File: config.mk
export PLATFORM = sky130hd
export DESIGN_NAME = gas_flame_alarm_qualifier
export DESIGN_NICKNAME = d
export VERILOG_FILES = /design/src/rtl/gfaq_pkg.sv /design/src/rtl/gfaq_flame_qual.sv /design/src/rtl/gas_flame_alarm_qualifier.sv
export VERILOG_INCLUDE_DIRS = /design/src /design/src/rtl
export SDC_FILE = /design/constraint.sdc
export NUM_CORES = 1
export LEC_CHECK = 0
export BUFFER_PORTS_ARGS = -buffer_cell sky130_fd_sc_hd__buf_2
export CORE_ASPECT_RATIO = 2
export CORE_MARGIN = 2
export CORE_UTILIZATION = 30
export CTS_CLUSTER_DIAMETER = 40
export CTS_CLUSTER_SIZE = 16
export DETAILED_ROUTE_END_ITERATION = 16
export PLACE_DENSITY = 0.43
export SETUP_SLACK_MARGIN = 0.1
export SYNTH_ARGS = -nofsm -noshare
export SYNTH_HDL_FRONTEND = slang
export SYNTH_SLANG_ARGS = --single-unit
File: constraint.sdc
create_clock -name clk -period 9.3 [get_ports clk]
set_input_delay 1.395 -clock clk [delete_from_list [all_inputs] [get_ports clk]]
set_output_delay 1.395 -clock clk [all_outputs]
set_load 0.03 [all_outputs]
File: src/rtl/gas_flame_alarm_qualifier_macros.svh
// Assertion helpers, included by gas_flame_alarm_qualifier.sv.
// Both sample on clk and are disabled while rst is high.
`ifndef GAS_FLAME_ALARM_QUALIFIER_MACROS_SVH
`define GAS_FLAME_ALARM_QUALIFIER_MACROS_SVH

// Same-cycle implication
`define GFAQ_ASSERT_NOW(label, ante, cons, msg) \
  label: assert property (@(posedge clk) disable iff (rst) (ante) |-> (cons)) \
    else $error(msg);

// Next-cycle implication
`define GFAQ_ASSERT_NEXT(label, ante, cons, msg) \
  label: assert property (@(posedge clk) disable iff (rst) (ante) |=> (cons)) \
    else $error(msg);

`endif

File: src/rtl/gfaq_pkg.sv
package gfaq_pkg;

  // Configuration register map
  localparam int CFG_INDEX_BITS = 3;
  localparam int CFG_DATA_BITS  = 16;

  typedef enum logic [CFG_INDEX_BITS-1:0] {
    CFG_TRIP_LEVEL      = 3'd0,
    CFG_REARM_THRESHOLD = 3'd1,
    CFG_DROP_MARGIN     = 3'd2,
    CFG_LOCK_DECLINES   = 3'd3,
    CFG_CLEAR_HOLD      = 3'd4,
    CFG_FLAME_HOLD      = 3'd5
  } cfg_reg_t;

  // Register reset values
  localparam int TRIP_LEVEL_RST      = 450;
  localparam int REARM_THRESHOLD_RST = 400;
  localparam int DROP_MARGIN_RST     = 50;
  localparam int LOCK_DECLINES_RST   = 2;
  localparam int CLEAR_HOLD_RST      = 2000;
  localparam int FLAME_HOLD_RST      = 500;

  // Hold times and decline counter have fixed widths
  localparam int HOLD_BITS    = 16;
  localparam int DECLINE_BITS = 10;
  localparam logic [DECLINE_BITS-1:0] DECLINE_MAX = 10'd1000;

endpackage

File: src/rtl/gfaq_flame_qual.sv
// Flame qualifier: raw flame must persist for hold_ms before it counts.
module gfaq_flame_qual
  import gfaq_pkg::*;
#(
  parameter int TIME_BITS = 32
) (
  input  logic                 clk,
  input  logic                 rst,
  input  logic                 step,
  input  logic                 flame,
  input  logic [TIME_BITS-1:0] now,
  input  logic [HOLD_BITS-1:0] hold_ms,
  output logic                 confirmed_next
);

  logic                 pending;
  logic                 confirmed;
  logic [TIME_BITS-1:0] start_ms;
  logic [TIME_BITS-1:0] elapsed;

  assign elapsed = now - start_ms;

  // confirmed only ever set while pending, so it holds on the first flame item
  always_comb begin
    if (!flame) begin
      confirmed_next = 1'b0;
    end else if (pending && elapsed >= TIME_BITS'(hold_ms)) begin
      confirmed_next = 1'b1;
    end else begin
      confirmed_next = confirmed;
    end
  end

  always_ff @(posedge clk) begin
    if (rst) begin
      pending   <= 1'b0;
      confirmed <= 1'b0;
    end else if (step) begin
      pending   <= flame;
      confirmed <= confirmed_next;
    end
  end

  // start time captured on the first flame item
  always_ff @(posedge clk) begin
    if (step && flame && !pending) begin
      start_ms <= now;
    end
  end

endmodule

File: src/rtl/gas_flame_alarm_qualifier.sv
// Gas and flame alarm qualifier, one sensor channel.
// Input channel: in_valid / in_stall carry now_ms, gas_level and flame_seen.
// Output channel: out_valid / out_stall carry one result per request: alarm,
// alarm_raised, alarm_cleared, rearm_pending, flame_confirmed_out, peak_level.
// A request is taken when valid is high and stall is low.
// Configuration: cfg_write with cfg_index and cfg_data writes one register
// (0 gas threshold, 1 rearm threshold, 2 peak drop, 3 decline confirm,
// 4 clear hold ms, 5 flame hold ms); other indexes are ignored.
// Path: an accepted request is held in the input register, then its result is
// captured in the result register, where out_valid rises. One request per cycle
// while out_stall does not hold a result; the whole state update is one pass of
// compare and add logic between the two registers.
// Reset (rst, synchronous): both pipeline stages empty, alarm idle, tracker
// zeroed, registers back to their default values.
// When out_stall holds a result, the input register holds its request and
// in_stall rises only if that register is occupied; no request is dropped.
`include "gas_flame_alarm_qualifier_macros.svh"
module gas_flame_alarm_qualifier
  import gfaq_pkg::*;
#(
  parameter int SAMPLE_BITS = 10,
  parameter int TIME_BITS   = 32
) (
  input  logic                     clk,
  input  logic                     rst,
  // configuration
  input  logic                     cfg_write,
  input  logic [CFG_INDEX_BITS-1:0] cfg_index,
  input  logic [CFG_DATA_BITS-1:0] cfg_data,
  // input channel
  input  logic                     in_valid,
  output logic                     in_stall,
  input  logic [TIME_BITS-1:0]     now_ms,
  input  logic [SAMPLE_BITS-1:0]   gas_level,
  input  logic                     flame_seen,
  // output channel
  output logic                     out_valid,
  input  logic                     out_stall,
  output logic                     alarm,
  output logic                     alarm_raised,
  output logic                     alarm_cleared,
  output logic                     rearm_pending,
  output logic                     flame_confirmed_out,
  output logic [SAMPLE_BITS-1:0]   peak_level
);

  // Configuration registers
  logic [SAMPLE_BITS-1:0]  trip_level;
  logic [SAMPLE_BITS-1:0]  rearm_threshold;
  logic [SAMPLE_BITS-1:0]  drop_margin;
  logic [DECLINE_BITS-1:0] lock_declines;
  logic [HOLD_BITS-1:0]    clear_hold;
  logic [HOLD_BITS-1:0]    flame_hold;

  always_ff @(posedge clk) begin
    if (rst) begin
      trip_level      <= SAMPLE_BITS'(TRIP_LEVEL_RST);
      rearm_threshold <= SAMPLE_BITS'(REARM_THRESHOLD_RST);
      drop_margin     <= SAMPLE_BITS'(DROP_MARGIN_RST);
      lock_declines   <= DECLINE_BITS'(LOCK_DECLINES_RST);
      clear_hold      <= HOLD_BITS'(CLEAR_HOLD_RST);
      flame_hold      <= HOLD_BITS'(FLAME_HOLD_RST);
    end else if (cfg_write) begin
      unique case (cfg_reg_t'(cfg_index))
        CFG_TRIP_LEVEL:      trip_level      <= cfg_data[SAMPLE_BITS-1:0];
        CFG_REARM_THRESHOLD: rearm_threshold <= cfg_data[SAMPLE_BITS-1:0];
        CFG_DROP_MARGIN:     drop_margin     <= cfg_data[SAMPLE_BITS-1:0];
        CFG_LOCK_DECLINES:   lock_declines   <= cfg_data[DECLINE_BITS-1:0];
        CFG_CLEAR_HOLD:      clear_hold      <= cfg_data[HOLD_BITS-1:0];
        CFG_FLAME_HOLD:      flame_hold      <= cfg_data[HOLD_BITS-1:0];
        default: ;
      endcase
    end
  end

  // Pipeline control: stage 1 is the input register, stage 2 the result
  logic advance;
  logic step;
  logic s1_valid;
  logic [TIME_BITS-1:0]   s1_now;
  logic [SAMPLE_BITS-1:0] s1_gas;
  logic                   s1_flame;

  assign advance  = !out_valid || !out_stall;
  assign in_stall = s1_valid && !advance;
  assign step     = s1_valid && advance;

  always_ff @(posedge clk) begin
    if (rst) begin
      s1_valid <= 1'b0;
    end else if (!in_stall) begin
      s1_valid <= in_valid;
    end
  end

  always_ff @(posedge clk) begin
    if (in_valid && !in_stall) begin
      s1_now   <= now_ms;
      s1_gas   <= gas_level;
      s1_flame <= flame_seen;
    end
  end

  // Flame qualification
  logic flame_conf_next;

  gfaq_flame_qual #(
    .TIME_BITS (TIME_BITS)
  ) u_flame (
    .clk            (clk),
    .rst            (rst),
    .step           (step),
    .flame          (s1_flame),
    .now            (s1_now),
    .hold_ms        (flame_hold),
    .confirmed_next (flame_conf_next)
  );

  // Alarm and peak tracker state
  logic                    alarm_active;
  logic                    need_rearm;
  logic [SAMPLE_BITS-1:0]  peak_value;
  logic [SAMPLE_BITS-1:0]  previous_sample;
  logic [DECLINE_BITS-1:0] decline_count;
  logic                    peak_locked;
  logic                    clear_pending;
  logic [TIME_BITS-1:0]    clear_start_ms;

  logic                    alarm_active_next;
  logic                    need_rearm_next;
  logic [SAMPLE_BITS-1:0]  peak_value_next;
  logic [SAMPLE_BITS-1:0]  previous_sample_next;
  logic [DECLINE_BITS-1:0] decline_count_next;
  logic                    peak_locked_next;
  logic                    clear_pending_next;
  logic                    clear_start_load;
  logic                    raised;
  logic                    cleared;

  logic                    rearm_kept;
  logic [DECLINE_BITS-1:0] decline_inc;
  logic [SAMPLE_BITS:0]    gas_plus_drop;
  logic [TIME_BITS-1:0]    clear_elapsed;
  logic                    clear_cond;

  assign rearm_kept    = need_rearm && !(s1_gas < rearm_threshold);
  assign decline_inc   = (decline_count < DECLINE_MAX) ? decline_count + 1'b1
                                                       : decline_count;
  assign gas_plus_drop = {1'b0, s1_gas} + {1'b0, drop_margin};
  assign clear_elapsed = s1_now - clear_start_ms;

  // One item's state update
  always_comb begin
    alarm_active_next    = alarm_active;
    need_rearm_next      = rearm_kept;
    peak_value_next      = peak_value;
    previous_sample_next = previous_sample;
    decline_count_next   = decline_count;
    peak_locked_next     = peak_locked;
    clear_pending_next   = clear_pending;
    clear_start_load     = 1'b0;
    raised               = 1'b0;
    cleared              = 1'b0;
    clear_cond           = 1'b0;

    if (!alarm_active) begin
      // trigger: seed the tracker with this sample
      if (!rearm_kept && (s1_gas > trip_level || flame_conf_next)) begin
        alarm_active_next    = 1'b1;
        raised               = 1'b1;
        peak_value_next      = s1_gas;
        previous_sample_next = s1_gas;
        decline_count_next   = '0;
        peak_locked_next     = 1'b0;
        clear_pending_next   = 1'b0;
      end
    end else begin
      // peak tracking
      if (s1_gas > peak_value) begin
        peak_value_next    = s1_gas;
        decline_count_next = '0;
        peak_locked_next   = 1'b0;
        clear_pending_next = 1'b0;
      end else if (s1_gas < previous_sample) begin
        decline_count_next = decline_inc;
        if (decline_inc >= lock_declines) begin
          peak_locked_next = 1'b1;
        end
      end else if (!peak_locked) begin
        decline_count_next = '0;
      end
      previous_sample_next = s1_gas;

      // clear qualification
      clear_cond = !s1_flame &&
                   ((peak_locked_next && gas_plus_drop <= {1'b0, peak_value_next}) ||
                    s1_gas < trip_level);
      if (clear_cond) begin
        if (!clear_pending_next) begin
          clear_pending_next = 1'b1;
          clear_start_load   = 1'b1;
        end else if (clear_elapsed >= TIME_BITS'(clear_hold)) begin
          cleared = 1'b1;
        end
      end else begin
        clear_pending_next = 1'b0;
      end

      if (cleared) begin
        need_rearm_next      = rearm_kept || !(s1_gas < trip_level);
        alarm_active_next    = 1'b0;
        peak_value_next      = '0;
        previous_sample_next = '0;
        decline_count_next   = '0;
        peak_locked_next     = 1'b0;
        clear_pending_next   = 1'b0;
      end
    end
  end

  always_ff @(posedge clk) begin
    if (rst) begin
      alarm_active    <= 1'b0;
      need_rearm      <= 1'b0;
      peak_value      <= '0;
      previous_sample <= '0;
      decline_count   <= '0;
      peak_locked     <= 1'b0;
      clear_pending   <= 1'b0;
    end else if (step) begin
      alarm_active    <= alarm_active_next;
      need_rearm      <= need_rearm_next;
      peak_value      <= peak_value_next;
      previous_sample <= previous_sample_next;
      decline_count   <= decline_count_next;
      peak_locked     <= peak_locked_next;
      clear_pending   <= clear_pending_next;
    end
  end

  // clear start time only read while clear_pending is set
  always_ff @(posedge clk) begin
    if (step && clear_start_load) begin
      clear_start_ms <= s1_now;
    end
  end

  // Result register
  always_ff @(posedge clk) begin
    if (rst) begin
      out_valid <= 1'b0;
    end else if (advance) begin
      out_valid <= s1_valid;
    end
  end

  always_ff @(posedge clk) begin
    if (step) begin
      alarm               <= alarm_active_next;
      alarm_raised        <= raised;
      alarm_cleared       <= cleared;
      rearm_pending       <= need_rearm_next;
      flame_confirmed_out <= flame_conf_next;
      peak_level          <= peak_value_next;
    end
  end

  // Checks
  `GFAQ_ASSERT_NOW(a_raise_clear_excl, out_valid, !(alarm_raised && alarm_cleared), "raise and clear in one result")
  `GFAQ_ASSERT_NOW(a_raise_sets_alarm, out_valid && alarm_raised, alarm && !rearm_pending, "raise without active alarm")
  `GFAQ_ASSERT_NOW(a_clear_zeroes_peak, out_valid && alarm_cleared, !alarm && peak_level == '0, "clear left alarm or peak")
  `GFAQ_ASSERT_NEXT(a_stage1_holds, s1_valid && !advance, s1_valid && $stable(s1_gas), "stalled request lost")

endmodule

-- Word-level counts from Yosys, hierarchy flattened
Cells that the tools add are included.
- add/sub/neg operators: 4
- $lt $le $gt $ge: 10
- eq/ne operators: 6
- multiplexer cells: 41
- reductions and logical operators: 34
- operators by type and width (kind ; number):
    $mux W10 ; 15
    $ge A32 B16 Y1 ; 2
    $sub A32 B32 Y32 ; 2
    $lt A10 B10 Y1 ; 3
    $mux W1 ; 26
    $gt A10 B10 Y1 ; 2
    $reduce_and A2 Y1 ; 7
    $add A10 B10 Y11 ; 1
    $le A11 B10 Y1 ; 1
    $logic_and A1 B1 Y1 ; 11
    $add A10 B1 Y10 const B ; 1
    $ge A10 B10 Y1 ; 1
    $lt A10 B10 Y1 const B ; 1
    $logic_not A1 Y1 ; 9
    $eq A3 B2 Y1 const B ; 2
    $eq A3 B3 Y1 const B ; 2
    $ne A5 B2 Y1 const B ; 1
    $logic_or A1 B1 Y1 ; 4
    $eq A3 B1 Y1 const B ; 1
    $logic_not A3 Y1 ; 1
    $reduce_and A3 Y1 ; 1
    $reduce_bool A2 Y1 ; 1
- flip-flop bits (word level): 232
- input bits: 67
- output and inout bits: 17
- word-level logic and storage cells: 123

-- Longest topological paths before layout
- depth in word-level cells: 14
- mapped depth: 26
- depth with buffers taken out: 23

-- Cells and area by module
A second synthesis with hierarchy kept.
- cells, all modules: 1681
- area, all modules: 15149.5 um^2
- by module, submodules not included (module ; instances ; cells each ; area an instance (um^2) ; seq. area each (um^2)):
    gas_flame_alarm_qualifier ; 1 ; 1270 ; 11527.3 ; 4864.7
    gfaq_flame_qual ; 1 ; 411 ; 3622.2 ; 1001.0

-- Worst setup path before layout
Ideal clock, no wire load.
- path type: reg-to-reg
- start: reg s1_now[1]
- end: reg previous_sample[0]
- library setup time: 0.068 ns
- arrival time: 5.124 ns
- data required time: 9.232 ns
- path slack: 4.108 ns
- cell stages (with the launch flop): 24
- buffers on the path: 2
- period minus slack after synthesis: 5.192 ns
- cells stage by stage: edfxtp_1 ha_1 nor2b_1 o2111a_1 or2_2 a221o_1 a21o_1 a21oi_1 o21ai_0 a21oi_1 xnor2_1 ha_1 nand4_1 nand4b_1 o211ai_1 or4_1 nor3_1 nand4_1 or4_1 and3_1 buf_6 a211o_1 buf_6 o2bb2ai_2
- cells in the longest elaborated chain, start to end: 9
- elaborated cells between the ends (all ways): 17
- classes of those cells: 2 x add/sub; 2 x order compare; 8 x mux; 5 x reduce/logical
- ends and longest elaborated chain (element ; line ; source):
    start: declaration ; gas_flame_alarm_qualifier.sv:80 ; logic [TIME_BITS-1:0] s1_now;
    start signal: assignment ; gas_flame_alarm_qualifier.sv:98 ; s1_now <= now_ms;
    $sub A32 B32 Y32 ; gfaq_flame_qual.sv:21 ; assign elapsed = now - start_ms;
    $ge A32 B16 Y1 ; gfaq_flame_qual.sv:27 ; end else if (pending && elapsed >= TIME_BITS'(hold_ms)) begin
    $logic_and A1 B1 Y1 ; gfaq_flame_qual.sv:27 ;
    $mux W1 ; gfaq_flame_qual.sv:27 ;
    $mux W1 ; gfaq_flame_qual.sv:25 ; if (!flame) begin
    $logic_or A1 B1 Y1 ; gas_flame_alarm_qualifier.sv:168 ; if (!rearm_kept && (s1_gas > trip_level || flame_conf_next)) begin
    $logic_and A1 B1 Y1 ; gas_flame_alarm_qualifier.sv:168 ;
    $reduce_bool A2 Y1 (no line) ; - ;
    $reduce_and A2 Y1 (no line) ; - ;
    end signal: assignment ; gas_flame_alarm_qualifier.sv:234 ; previous_sample <= previous_sample_next;
    end: declaration ; gas_flame_alarm_qualifier.sv:123 ; logic [SAMPLE_BITS-1:0] previous_sample;
Parallel ways exist; a longest one is shown, timed or not. The select of a mux whose other input is x is not followed.
A chain may end at the register's enable or synchronous reset.

-- Final worst setup path
- start: reg s1_now[1]
- end: reg previous_sample[5]
The elaborated chain is that of the path after synthesis.

==> flow_summary_export.csv <==
group,metric,value,unit
clocking,clockBufferDepth,3,
clocking,cts_hold_buf,0,
placement,placed_cells,2353,
grt,grt_pass1_vias,13455,
power_and_ir_drop,p_switching,911,µW
synthesis,synth_nets,1907,
outcome,outcome,"complete, no violations",
synthesis,synth_largest_area_cell,"edfxtp_1",
worst_setup_path,cp.arrival,6870,ps
power_and_ir_drop,pwr-share-clk,0.476,
floorplanning,start_util,0.302,
worst_setup_path,start_kind,"flip-flop",
timing,rsz0062_at_grt,"false",
route,drc,0,
timing,finalCritPeriodShare,0.688,
power_and_ir_drop,swShare,0.293,
worst_setup_path,critPathMaxFanout,18,
power_and_ir_drop,finalPower,3.11,mW
worst_setup_path,reg2reg_depth,21,
clocking,root_buffer,"clkbuf_16",
worst_setup_path,crit_type,"reg -> reg",
clocking,path_clk_slew,70,ps
floorplanning,die_area,52000,µm²
floorplanning,core,49800,µm²
clocking,post_cts_buffers,0,
timing,finalHoldViolCount,0,
power_and_ir_drop,p_seq_frac,0.372,
synthesis,synthArstFlopShare,0,
route,top_layer,"met5",
route,drtIter0Drc,603,
worst_setup_path,worst_path_max_delay_cell,"or4_1",
synthesis,synth_common_cells,"220 x nand2_1, 178 x inv_1, 177 x a21oi_1, 163 x ha_1, 122 x edfxtp_1",
route,wl_per_cell,21.0,µm
floorplanning,fp-row-count,116,
route,wl_met3,1620,µm
route,routed_wl,50900,µm
route,vias,12638,
grt,grt_max_degree,107,
timing,whs,455,ps
run,maxCapViolations,0,
power_and_ir_drop,power_density,179,nW/µm²
placement,dp_worst_setup_slack,3000,ps
worst_setup_path,cp-end-kind,"flip-flop",
route,dr.pass1.iters,8,
clocking,clk_latency,550,ps
final_layout,post-route-util,0.349,
floorplanning,die_y,320,µm
final_layout,nFillCells,5156,
grt,grt_usage,0.198,
clocking,numCtsBuffers,38,
clocking,cts-resized-gates,0,
power_and_ir_drop,p_int,2.20,mW
power_and_ir_drop,p_leak,7.13,nW
synthesis,synth_top_area_frac,0.244,
final_layout,layoutNonFillerInstCount,2422,
timing,slew_headroom,0.227,
placement,gp_congestion,0.929,
synthesis,yosys_warnings,0,
floorplanning,io_pins,84,
synthesis,netlist_instances,1674,
worst_setup_path,crit_family,"simple AND/OR/NAND/NOR gates",
worst_setup_path,worst-path-buf-inv,0,
power_and_ir_drop,peakVddDrop,146,µV
floorplanning,die_w,162,µm
route,vias_per_cell,5.22,
worst_setup_path,r2r-start,"s1_now[1]",
placement,place_area,16100,µm²
hold_path,min-delay-path-class,"reg -> reg",
timing,worst_slack,2900,ps
final_layout,drive_gt1_frac,0.109,
timing,period_minus_slack,6400,ps
timing,slew_viol_final,0,
synthesis,synth_ff_type,"edfxtp_1",
synthesis,postSynthAreaPerCell,8.97,µm²
worst_setup_path,cpPeakStageDelay,660,ps
grt,grt_pass1_wl,77800,µm
timing,setup_viol,0,
route,drt-met1-wl,17000,µm
grt,overflow,0,
final_layout,final_nets,1977,
placement,dpl.hpwl,39600,µm
worst_setup_path,worstSetupStartpoint,"s1_now[1]",
route,wl_met2,28900,µm
synthesis,synth.most_common_cell,"nand2_1",
worst_setup_path,r2r_slack,2900,ps
worst_setup_path,cp.required,9770,ps
final_layout,area_growth,15.6,%
final_layout,num_antenna_cells,0,
synthesis,yosys-top-cells-area,"edfxtp_1 24%, dfxtp_1 15%, ha_1 14%",
worst_setup_path,r2r_end,"previous_sample[5]",
grt,antenna_found_initial,1,
timing,tns,0,ps
timing,finClkSkew,28.8,ps
placement,numPortBuffers,83,
worst_setup_path,cp-endpoint,"previous_sample[5]",
synthesis,synth_edf_count,122,
synthesis,seq_area_frac_synth,0.391,
synthesis,yosysUniqueCellTypes,81,
timing,fmax,156,MHz
synthesis,ys_ff_latch,232,
clocking,cts_max_level,2,
clocking,cts_tree,"built",
worst_setup_path,cp_cell_sequence,"ha_1 > nor2b_1 > o2111a_1 > or2_2 > a221o_1 > a21o_1 > a21oi_1 > o21ai_0 > a21oi_1 > xnor2_1 > ha_1 > nand4_1 > nand4b_1 > o211ai_1 > or4_1 > nor3_1 > nand4_1 > or4_1 > and3_1 > a211o_1 > o2bb2ai_2",
power_and_ir_drop,pwr-share-comb,0.153,
route,ant_nets,0,
worst_setup_path,crit_cells,21,
timing,tightestPinTransition,1160,ps
final_layout,final_area,17400,µm²
synthesis,synthesis.area,15000,µm²
clocking,cts.sinks,232,
==> cell families (layout without fill, tap and decap cells) <==
kind of cell | Yosys count | in the layout | share of synthesized area
adder cells (fa/ha/maj) | 166 | 166 | 0.140
multiplexers | 9 | 9 | 0.00658
AND/OR/NAND/NOR | 501 | 501 | 0.158
AO/OA/AOI/OAI | 469 | 469 | 0.209
XOR/XNOR | 60 | 60 | 0.0350
buffers and inverters | 237 | 336 | 0.0616
flip-flops | 232 | 232 | 0.391
==> power by group through the flow <==
stage / logic [mW] / clock network [mW] / registers [mW]
finish: 0.474 / 1.48 / 1.16
detailed placement: 0.477 / 0 / 1.18
floorplan: 0.321 / 0 / 1.17
CTS: 0.480 / 1.53 / 1.16
global route: 0.532 / 1.57 / 1.16
global placement: 0.473 / 0 / 1.18
==> worst min-delay path: cells and delay by family (launching register included) <==
kind	cells	cell delay, ps
flip-flops	1	310
AND/OR/NAND/NOR	1	50
AO/OA/AOI/OAI	1	50
==> metal layers <==
| metal | up-vias | track usage |
|---|---|---|
| met4 | 2 | 0.120 |
| met5 | - | 0 |
| met2 | 261 | 0.403 |
| li1 | 6195 | - |
| met3 | 134 | 0.0269 |
| met1 | 6046 | 0.179 |
==> state kept, by name, summed over array words and instances, names as in the netlist, 10 cells and up <==
register / count
trip_level: 10
drop_margin: 10
peak_level: 10
rearm_threshold: 10
u_flame.start_ms: 32
lock_declines: 10
decline_count: 10
previous_sample: 10
clear_hold: 16
peak_value: 10
flame_hold: 16
s1_gas: 10
s1_now: 32
clear_start_ms: 32
==> cells in the final DEF, fill, tap and decap left out, types with 22 or more instances in the layout <==
cell type  netlist  routed
buf_2            8      82
a22o_1          22      22
dfxtp_1        110     110
o21ai_0         61      61
a21oi_1        177     177
xnor2_1         42      42
a21o_1          38      38
nand4_1         30      30
inv_1          178     178
nand3_1         31      31
nand2_1        220     220
edfxtp_1       122     122
nor3_1          26      26
ha_1           163     163
nor2_1          88      87
clkbuf_16        0      39
==> worst min path at each step <==
| stage | startpoint | end | slack [ps] | depth (start not counted) |
|---|---|---|---|---|
| 2_1_floorplan | previous_sample[9] | previous_sample[9] | 430 | 1 |
| 3_3_place_gp | flame_hold[3] | flame_hold[3] | 450 | 2 |
| 3_5_place_dp | trip_level[5] | trip_level[5] | 450 | 2 |
| 4_1_cts | trip_level[5] | trip_level[5] | 460 | 2 |
| 5_1_grt | lock_declines[4] | lock_declines[4] | 470 | 2 |
| 6_report | clear_hold[3] | clear_hold[3] | 450 | 2 |
==> cell type report <==
type                       count  area (µm²)  share of cell area
tap                          649         812              0.0468
timing repair buffer          89         463              0.0267
sequential                   232        5870               0.338
clock inverter                29         325              0.0187
clock buffer                  40         983              0.0566
multi-input combinational   1205        8250               0.475
inverter                     178         668              0.0385
Power figures use the tool's default switching activity.
